## src/rtl/rtph_pkg.sv

```systemverilog
// Shared types, constants and the hdr_byte helper function of the RTP H.264 packetizer.
// Used by rtph_ctrl, rtph_serializer and the top level; it depends on nothing else.
`default_nettype none

package rtph_pkg;

   localparam int MAX_PACKET_BYTES = 1500;
   localparam int RTP_HDR_BYTES    = 12;
   localparam int FU_HDR_BYTES     = 2;

   localparam logic [15:0] ROOM_SINGLE   = 16'(MAX_PACKET_BYTES - RTP_HDR_BYTES);
   localparam logic [15:0] ROOM_FRAGMENT =
      16'(MAX_PACKET_BYTES - RTP_HDR_BYTES - FU_HDR_BYTES);

   localparam logic [3:0] LAST_INDEX_PAYLOAD  = 4'd0;
   localparam logic [3:0] LAST_INDEX_SINGLE   = 4'(RTP_HDR_BYTES);
   localparam logic [3:0] LAST_INDEX_FRAGMENT = 4'(RTP_HDR_BYTES + FU_HDR_BYTES);

   localparam logic [7:0] RTP_VERSION_BYTE = 8'h80;
   localparam logic [7:0] NRI_MASK         = 8'he0;
   localparam logic [7:0] NAL_TYPE_MASK    = 8'h1f;
   localparam logic [7:0] FU_A_TYPE        = 8'd28;
   localparam logic [7:0] FU_START_BIT     = 8'h80;
   localparam logic [7:0] FU_END_BIT       = 8'h40;

   localparam logic       CSR_PAYLOAD_TYPE = 1'b0;
   localparam logic       CSR_SSRC         = 1'b1;
   localparam logic [6:0] PAYLOAD_TYPE_RESET = 7'd96;

   typedef enum logic [1:0] {
      ACT_START    = 2'd0,
      ACT_SINGLE   = 2'd1,
      ACT_FRAGMENT = 2'd2,
      ACT_UNUSED   = 2'd3
   } rtph_action_type;

   typedef struct packed {
      logic [1:0]  action;
      logic [7:0]  data_byte;
      logic        first_of_packet;
      logic        last_of_packet_in;
      logic [15:0] payload_length;
      logic        marker;
      logic        end_fragment;
      logic [15:0] sequence_number;
      logic [31:0] timestamp;
   } rtph_req_type;

   typedef struct packed {
      logic [3:0]  last_index;
      logic [7:0]  mark_pt;
      logic [15:0] seq;
      logic [31:0] ts;
      logic [31:0] ssrc;
      logic [7:0]  fu_ind;
      logic [7:0]  fu_hdr;
      logic [7:0]  data;
      logic        last;
      logic        ovf;
   } rtph_desc_type;

   function automatic logic [7:0] hdr_byte(input rtph_desc_type desc, input logic [3:0] idx);
      logic [7:0] b;
      b = 8'h00;
      case (idx)
         4'd0:    b = RTP_VERSION_BYTE;
         4'd1:    b = desc.mark_pt;
         4'd2:    b = desc.seq[15:8];
         4'd3:    b = desc.seq[7:0];
         4'd4:    b = desc.ts[31:24];
         4'd5:    b = desc.ts[23:16];
         4'd6:    b = desc.ts[15:8];
         4'd7:    b = desc.ts[7:0];
         4'd8:    b = desc.ssrc[31:24];
         4'd9:    b = desc.ssrc[23:16];
         4'd10:   b = desc.ssrc[15:8];
         4'd11:   b = desc.ssrc[7:0];
         4'd12:   b = desc.fu_ind;
         4'd13:   b = desc.fu_hdr;
         default: b = 8'h00;
      endcase
      return b;
   endfunction

endpackage

`default_nettype wire

```

## src/rtl/rtph_ctrl.sv

```systemverilog
// Request decoder of the RTP H.264 packetizer: configuration registers, NAL
// state, overflow check and the result descriptor. Depends on rtph_pkg.
`default_nettype none

module rtph_ctrl (
   input  wire                    clock,
   input  wire                    reset,
   input  wire                    csr_write,
   input  wire                    csr_index,
   input  wire [31:0]             csr_wdata,
   input  wire                    take,
   input  rtph_pkg::rtph_req_type req,
   output logic                   load,
   output rtph_pkg::rtph_desc_type desc
);

   logic [6:0]  payload_type_ff, payload_type_in;
   logic [31:0] ssrc_ff, ssrc_in;
   logic [7:0]  nal_ff, nal_in;
   logic        pend_ff, pend_in;
   logic        drop_ff, drop_in;

   logic        is_payload;
   logic        is_frag;
   logic        too_long;
   logic        mark;
   logic [7:0]  fu_flags;

   always_ff @(posedge clock) begin
      if (reset) begin
         payload_type_ff <= rtph_pkg::PAYLOAD_TYPE_RESET;
         ssrc_ff         <= 32'h0;
         nal_ff          <= 8'h00;
         pend_ff         <= 1'b0;
         drop_ff         <= 1'b0;
      end else begin
         payload_type_ff <= payload_type_in;
         ssrc_ff         <= ssrc_in;
         nal_ff          <= nal_in;
         pend_ff         <= pend_in;
         drop_ff         <= drop_in;
      end
   end

   always_comb begin
      payload_type_in = payload_type_ff;
      ssrc_in         = ssrc_ff;
      if (csr_write) begin
         unique case (csr_index)
            rtph_pkg::CSR_PAYLOAD_TYPE: payload_type_in = csr_wdata[6:0];
            rtph_pkg::CSR_SSRC:         ssrc_in         = csr_wdata;
            default:                    ;
         endcase
      end
   end

   always_comb begin
      is_frag    = (req.action == rtph_pkg::ACT_FRAGMENT);
      is_payload = (req.action == rtph_pkg::ACT_SINGLE) || is_frag;
      too_long   = is_frag ? (req.payload_length > rtph_pkg::ROOM_FRAGMENT)
                           : (req.payload_length > rtph_pkg::ROOM_SINGLE);
      mark       = is_frag ? (req.marker && req.end_fragment) : req.marker;
      if (pend_ff) begin
         fu_flags = rtph_pkg::FU_START_BIT;
      end else if (req.end_fragment) begin
         fu_flags = rtph_pkg::FU_END_BIT;
      end else begin
         fu_flags = 8'h00;
      end

      nal_in  = nal_ff;
      pend_in = pend_ff;
      drop_in = drop_ff;
      load    = 1'b0;

      desc.mark_pt = {mark, payload_type_ff};
      desc.seq     = req.sequence_number;
      desc.ts      = req.timestamp;
      desc.ssrc    = ssrc_ff;
      desc.fu_ind  = (nal_ff & rtph_pkg::NRI_MASK) | rtph_pkg::FU_A_TYPE;
      desc.fu_hdr  = (nal_ff & rtph_pkg::NAL_TYPE_MASK) | fu_flags;
      desc.data    = req.data_byte;
      desc.last    = req.last_of_packet_in;
      desc.ovf     = 1'b0;
      desc.last_index = rtph_pkg::LAST_INDEX_PAYLOAD;

      if (take) begin
         if (req.action == rtph_pkg::ACT_START) begin
            nal_in  = req.data_byte;
            pend_in = 1'b1;
         end else if (is_payload) begin
            if (!req.first_of_packet) begin
               if (drop_ff) begin
                  if (req.last_of_packet_in) begin
                     drop_in = 1'b0;
                  end
               end else begin
                  load = 1'b1;
               end
            end else if (too_long) begin
               drop_in   = !req.last_of_packet_in;
               load      = 1'b1;
               desc.data = 8'h00;
               desc.last = 1'b1;
               desc.ovf  = 1'b1;
            end else begin
               drop_in = 1'b0;
               load    = 1'b1;
               if (is_frag) begin
                  desc.last_index = rtph_pkg::LAST_INDEX_FRAGMENT;
                  pend_in         = 1'b0;
               end else begin
                  desc.last_index = rtph_pkg::LAST_INDEX_SINGLE;
               end
            end
         end
      end
   end

endmodule

`default_nettype wire

```

## src/rtl/rtph_serializer.sv

```systemverilog
// Result register and byte serializer of the RTP H.264 packetizer: walks one
// descriptor out as header bytes and the payload byte. Depends on rtph_pkg.
`default_nettype none

module rtph_serializer (
   input  wire                     clock,
   input  wire                     reset,
   input  wire                     load,
   input  rtph_pkg::rtph_desc_type desc,
   output logic                    free,
   output logic                    rsp_valid,
   input  wire                     rsp_stall,
   output logic [7:0]              rsp_out_byte,
   output logic                    rsp_packet_end,
   output logic                    rsp_overflow_error
);

   logic                    valid_ff, valid_in;
   logic [3:0]              idx_ff, idx_in;
   rtph_pkg::rtph_desc_type desc_ff;

   logic at_last;
   logic sent;

   always_ff @(posedge clock) begin
      if (reset) begin
         valid_ff <= 1'b0;
         idx_ff   <= 4'd0;
      end else begin
         valid_ff <= valid_in;
         idx_ff   <= idx_in;
      end
   end

   always_ff @(posedge clock) begin
      if (load) begin
         desc_ff <= desc;
      end
   end

   always_comb begin
      at_last  = (idx_ff == desc_ff.last_index);
      sent     = valid_ff && !rsp_stall;
      free     = !valid_ff || (sent && at_last);
      valid_in = valid_ff;
      idx_in   = idx_ff;
      if (load) begin
         valid_in = 1'b1;
         idx_in   = 4'd0;
      end else if (sent) begin
         if (at_last) begin
            valid_in = 1'b0;
         end else begin
            idx_in = idx_ff + 4'd1;
         end
      end

      rsp_valid          = valid_ff;
      rsp_out_byte       = at_last ? desc_ff.data : rtph_pkg::hdr_byte(desc_ff, idx_ff);
      rsp_packet_end     = at_last && desc_ff.last;
      rsp_overflow_error = at_last && desc_ff.ovf;
   end

endmodule

`default_nettype wire

```

## src/rtl/rtp_h264_packetizer.sv

```systemverilog
// Top level of the RTP H.264 packetizer with FU-A fragmentation.
// Instantiates rtph_ctrl and rtph_serializer; depends on rtph_pkg.
//
//   Channel   Direction   Handshake              Contents
//   req_*     in          req_valid / req_stall  action, byte, packet marks, header fields
//   rsp_*     out         rsp_valid / rsp_stall  packet byte, packet end, overflow
//   csr_*     in          csr_write              register index and write data
//
// A first byte of a packet that fits yields 13 bytes in single mode and 15 in
// fragment mode; other payload requests yield one byte, start, unused or dropped none.
// The serializer holds one request's bytes; a new request enters in the cycle its
// last byte is taken. Synchronous active-high reset, no clearing pass.
// A stalled result also stalls the request side.
`default_nettype none

module rtp_h264_packetizer (
   input  wire         clock,
   input  wire         reset,
   input  wire         csr_write,
   input  wire         csr_index,
   input  wire  [31:0] csr_wdata,
   input  wire         req_valid,
   output logic        req_stall,
   input  wire  [1:0]  req_action,
   input  wire  [7:0]  req_data_byte,
   input  wire         req_first_of_packet,
   input  wire         req_last_of_packet_in,
   input  wire  [15:0] req_payload_length,
   input  wire         req_marker,
   input  wire         req_end_fragment,
   input  wire  [15:0] req_sequence_number,
   input  wire  [31:0] req_timestamp,
   output logic        rsp_valid,
   input  wire         rsp_stall,
   output logic [7:0]  rsp_out_byte,
   output logic        rsp_packet_end,
   output logic        rsp_overflow_error
);

   rtph_pkg::rtph_req_type  req;
   rtph_pkg::rtph_desc_type desc;
   logic                    load;
   logic                    free;
   logic                    take;

   assign req.action            = req_action;
   assign req.data_byte         = req_data_byte;
   assign req.first_of_packet   = req_first_of_packet;
   assign req.last_of_packet_in = req_last_of_packet_in;
   assign req.payload_length    = req_payload_length;
   assign req.marker            = req_marker;
   assign req.end_fragment      = req_end_fragment;
   assign req.sequence_number   = req_sequence_number;
   assign req.timestamp         = req_timestamp;

   assign req_stall = !free;
   assign take      = req_valid && free;

   rtph_ctrl u_ctrl (
      .clock     (clock),
      .reset     (reset),
      .csr_write (csr_write),
      .csr_index (csr_index),
      .csr_wdata (csr_wdata),
      .take      (take),
      .req       (req),
      .load      (load),
      .desc      (desc)
   );

   rtph_serializer u_ser (
      .clock              (clock),
      .reset              (reset),
      .load               (load),
      .desc               (desc),
      .free               (free),
      .rsp_valid          (rsp_valid),
      .rsp_stall          (rsp_stall),
      .rsp_out_byte       (rsp_out_byte),
      .rsp_packet_end     (rsp_packet_end),
      .rsp_overflow_error (rsp_overflow_error)
   );

endmodule

`default_nettype wire

```

## config.mk

```make
export PLATFORM = sky130hd
export DESIGN_NAME = rtp_h264_packetizer
export DESIGN_NICKNAME = d
export VERILOG_FILES = /design/src/rtl/rtph_pkg.sv /design/src/rtl/rtph_ctrl.sv /design/src/rtl/rtph_serializer.sv /design/src/rtl/rtp_h264_packetizer.sv
export SDC_FILE = /design/constraint.sdc
export NUM_CORES = 1
export LEC_CHECK = 0
export ABC_CLOCK_PERIOD_IN_PS = 11100
export BUFFER_PORTS_ARGS = -buffer_cell sky130_fd_sc_hd__buf_2
export CAP_MARGIN = 0
export CORE_MARGIN = 8
export CORE_UTILIZATION = 59
export CTS_CLUSTER_DIAMETER = 120
export CTS_CLUSTER_SIZE = 25
export DETAILED_ROUTE_END_ITERATION = 16
export MAX_ROUTING_LAYER = met4
export PLACE_DENSITY = 0.92
export SYNTH_ARGS = -nofsm -noshare
export SYNTH_HDL_FRONTEND = slang
export SYNTH_SLANG_ARGS = --single-unit
```

## constraint.sdc

```tcl
create_clock -name clock -period 11.1 [get_ports clock]
set_input_delay 0 -clock clock [delete_from_list [all_inputs] [get_ports clock]]
set_output_delay 0 -clock clock [all_outputs]
set_load 0.005 [all_outputs]
```

==> reports/summary.md <==
* completed — run status
* 0 — post-route DRC violation count
* 0 ns — Setup TNS
* 0.07 ns — clock input transition at the sequential cells of the worst setup and hold paths
* 6510 um2 — summed instance area of the synthesized netlist
* 3.35 nW — leakage dissipation
* 5,834 — number of global-route vias before repair
* 1.20 ns — transition at the pin with the smallest max-transition slack
* 0 — max_cap viols
* 0.86 ns — largest stage delay on the critical path
* 110 — count of flip-flops with a built-in enable after synthesis
* 0.821 — share of the core filled with cells in the final layout
* 0 — Detail Route Antenna Nets
* 0.338 — share of the clock period used by the worst path
* 772 — Post-Place Cells
* 0.603 — Initial Utilization
* register — kind of start point of the critical path
* 10,800 um2 — core area
* 0 — asr flop ratio synth
* u_ser.desc_ff[116] — Worst Hold Path EP
* register — nature of the critical path endpoint
* 5,806 — via count
* in2reg — min-delay worst type
* 128 — total I/O pin count
* 475 — Fill cells
* 32,700 um — wire length of the first global-routing pass
* 0.55 ns — clk_lat worst skew
* 14,600 um2 — Die ar.
* 0.0195 ns — worst clock skew
* buf_4 — CP max stage cell
* 6.35 — routed vias/inst
* 0 — # setup viols final
* 80 — Critical Path Fanout Max
* u_ser.idx_ff[2] — critical register-to-register path startpoint
* reg2reg — category of the critical setup timing path
* 0 — Resized cells post-CTS
* 38 — number of rows in the core area
* 7.56 ns — Setup WS pre-CTS
* 0.112 mV — Peak VDD IR
* 121 um — die extent in x
* 4 — H-Tree Level Count
* 3.75 ns — final period demand of the worst path
* 81 — pin count of the biggest net entering global routing
* 266 MHz — peak clock frequency supported by timing
* 7.35 ns — Final Worst Setup Slack
* 1,209 — Iteration-0 DRC Markers
* built — clock tree from TritonCTS
* 1.38 mW — Tot Pwr
* 0 — overflow left after global routing
* 121 um — height of the chip
* 2 — Max Buffers Root-to-Sink
* 6 — Pre-antenna DRT Iters
* buf_4 -> nand3_1 -> a2111oi_4 -> o21a_1 -> and2_4 -> buf_4 — list of cells traversed by the critical path
* 164 — Num Clock Sinks
* 11.26 ns — critical path required time
* 0 — post-CTS setup buffer count
* 4 — number of stages on the worst hold path
* 0 — final slew viol count
* 12.2 um2 — mean post-synth cell area
* 3.92 ns — crit path DAT
* 17 — number of buffers inserted during clock tree synthesis
* 36.1% — relative area change from synthesis to final layout
* 164 — register bit count reported by yosys
* clkbuf_8 — clock tree root buffer cell
* 0.228 — fraction of layout instances using a drive strength above 1
* 914 — number of standard cells in the final layout excluding fillers
* 156 nW/um2 — power per standard cell area
* 0.674 — sequential cell area fraction in the yosys report
* 23.4 um — detail-routed net length per standard cell
* 0.199 — max_slew headroom
* 52 — library cells used by synthesis
* 881 — layout net count
* 11,600 um — HPWL after detailed placement
* 656 — Synth Net Count
* req_payload_length[0] — Hold Path Origin
* 0.931 — routability congestion estimate
* 127 — # port buffers
* 0.302 — Global Route Usage Sum
* 21,400 um — Detailed Route WL
* 0 — hold violation count in the final report
* 7.35 ns — register-to-register setup slack
* no — unrepaired setup endpoints after global routing
* 1 — number of antenna violations at the first check in global routing
* edfxtp_1 — Post-synth top flop
* buf_4 — Worst path most repeated cell
* u_ser.desc_ff[37] — Reg-to-Reg End
* 6 — cell count of the worst reg-to-reg path
* 534 — cell count after synthesis
* 0 — warnings from Yosys
==> state kept, by name, indices dropped and copies added, names as in the netlist <==
name	cells
u_ser.idx_ff	4
u_ctrl.ssrc_ff	32
u_ctrl.payload_type_ff	7
u_ctrl.drop_ff	1
u_ser.desc_ff	110
u_ser.rsp_valid	1
u_ctrl.pend_ff	1
u_ctrl.nal_ff	8
==> layer usage <==
| metal | vias up | global-route usage | part of all wire | routed length [um] |
|---|---|---|---|---|
| met1 | 2764 | 0.343 | 0.35 | 7480 |
| met2 | 499 | 0.480 | 0.49 | 10600 |
| met3 | 117 | 0.0824 | 0.10 | 2210 |
| li1 | 2426 | - | - | - |
| met4 | 0 | 0.162 | 0.054 | 1150 |
| met5 | - | - | 0 | 0 |
==> how the worst max path moves through the flow <==
stage	start	to	slack, ns	cells after the start
2_1_floorplan	u_ser.idx_ff[2]	u_ser.desc_ff[0]	6.60	5
6_report	u_ser.idx_ff[2]	u_ser.desc_ff[37]	7.35	6
4_1_cts	u_ser.idx_ff[2]	u_ser.desc_ff[98]	7.50	6
5_1_grt	u_ser.idx_ff[2]	u_ser.desc_ff[111]	7.22	6
3_5_place_dp	u_ser.idx_ff[2]	u_ser.desc_ff[35]	7.56	6
3_3_place_gp	u_ser.idx_ff[2]	u_ser.desc_ff[38]	7.73	6
==> cells in the final DEF (no fill, tap or decap), types with 3 or more instances in the layout <==
cell	synthesis	routed
a311oi_1	3	3
nand2_1	104	104
clkbuf_8	0	5
inv_1	10	10
a221oi_1	6	6
clkbuf_16	0	16
dfxtp_1	54	54
ha_1	6	6
dlygate4sd3_1	0	108
or4_1	3	3
mux2i_1	4	4
buf_2	1	127
buf_4	2	3
inv_6	0	4
o21ai_0	5	5
a21o_1	3	3
nand3_1	15	15
mux2_2	6	6
nor2_1	18	18
clkinv_4	0	3
edfxtp_1	110	110
a211oi_1	3	3
nor2b_1	11	11
a22o_1	10	10
a21oi_1	62	62
a22oi_1	13	13
and2_1	6	5
a31oi_1	7	7
a222oi_1	7	7
==> critical path: cells and delay by family (launching register included) <==
kind,cells,cell delay (ns)
buffers and inverters,2,1.21
AOI/OAI and AO/OA,2,0.96
DFF,1,0.33
and+or+nand+nor,2,0.80
==> per-stage QoR <==
| stage | hold WS, ns | area (um2) |
|---|---|---|
| final | 0.0723 | 8860 |
| after global routing | 0.0751 | 8860 |
| after CTS | 0.0411 | 8850 |
| after detailed placement | 0.179 | 7220 |
| after global placement | 0.179 | 7220 |
| after floorplan | 0.0989 | 6510 |
==> logic make-up after synthesis <==
| group | synth area share |
|---|---|
| flops | 0.674 |
| simple gates | 0.116 |
| compound gates | 0.144 |
| mux | 0.0235 |
| fa+ha+maj | 0.0115 |
| xor+xnor | 0.00538 |
| buf+inv | 0.0256 |
==> cell usage after synthesis, types with 3 or more instances <==
cell	instances	area share
a22o_1	10	0.013
a311oi_1	3	0.0040
a21o_1	3	0.0035
a211oi_1	3	0.0035
nand2_1	104	0.060
nor2b_1	11	0.011
ha_1	6	0.012
dfxtp_1	54	0.17
mux2_2	6	0.010
o21ai_0	5	0.0038
a222oi_1	7	0.011
buf_1	5	0.0029
mux2i_1	4	0.0062
nand3_1	15	0.012
inv_1	10	0.0058
edfxtp_1	110	0.51
or4_1	3	0.0035
a21oi_1	62	0.048
nor2_1	18	0.010
a221oi_1	6	0.0081
clkbuf_1	24	0.014
a22oi_1	13	0.015
a31oi_1	7	0.0067
and2_1	6	0.0058
==> where the power goes <==
| group | internal, mW | total (mW) | switching (mW) |
|---|---|---|---|
| clock | 0.305 | 0.558 | 0.254 |
| combinational | 0.0579 | 0.123 | 0.0648 |
| sequential | 0.687 | 0.703 | 0.0154 |
==> cell type report <==
cell class / count / area (um2) / share of cell area
repair buffers: 238 / 1740 / 0.196
clock inverters: 10 / 83.8 / 0.00946
flip-flops and latches: 164 / 4380 / 0.495
clock buffers: 22 / 473 / 0.0534
inverters: 10 / 37.5 / 0.00424
diodes: 2 / 5.00 / 0.000565
well taps: 140 / 175 / 0.0198
multi-input cells: 328 / 1960 / 0.221
==> what timing repair did <==
item / CTS / global route
endpoints found under the hold margin: 115 / 0
hold buffers: 108 / 0
endpoints found under the setup margin: 0 / 0
No activity file was read; power rests on OpenSTA's default activity.
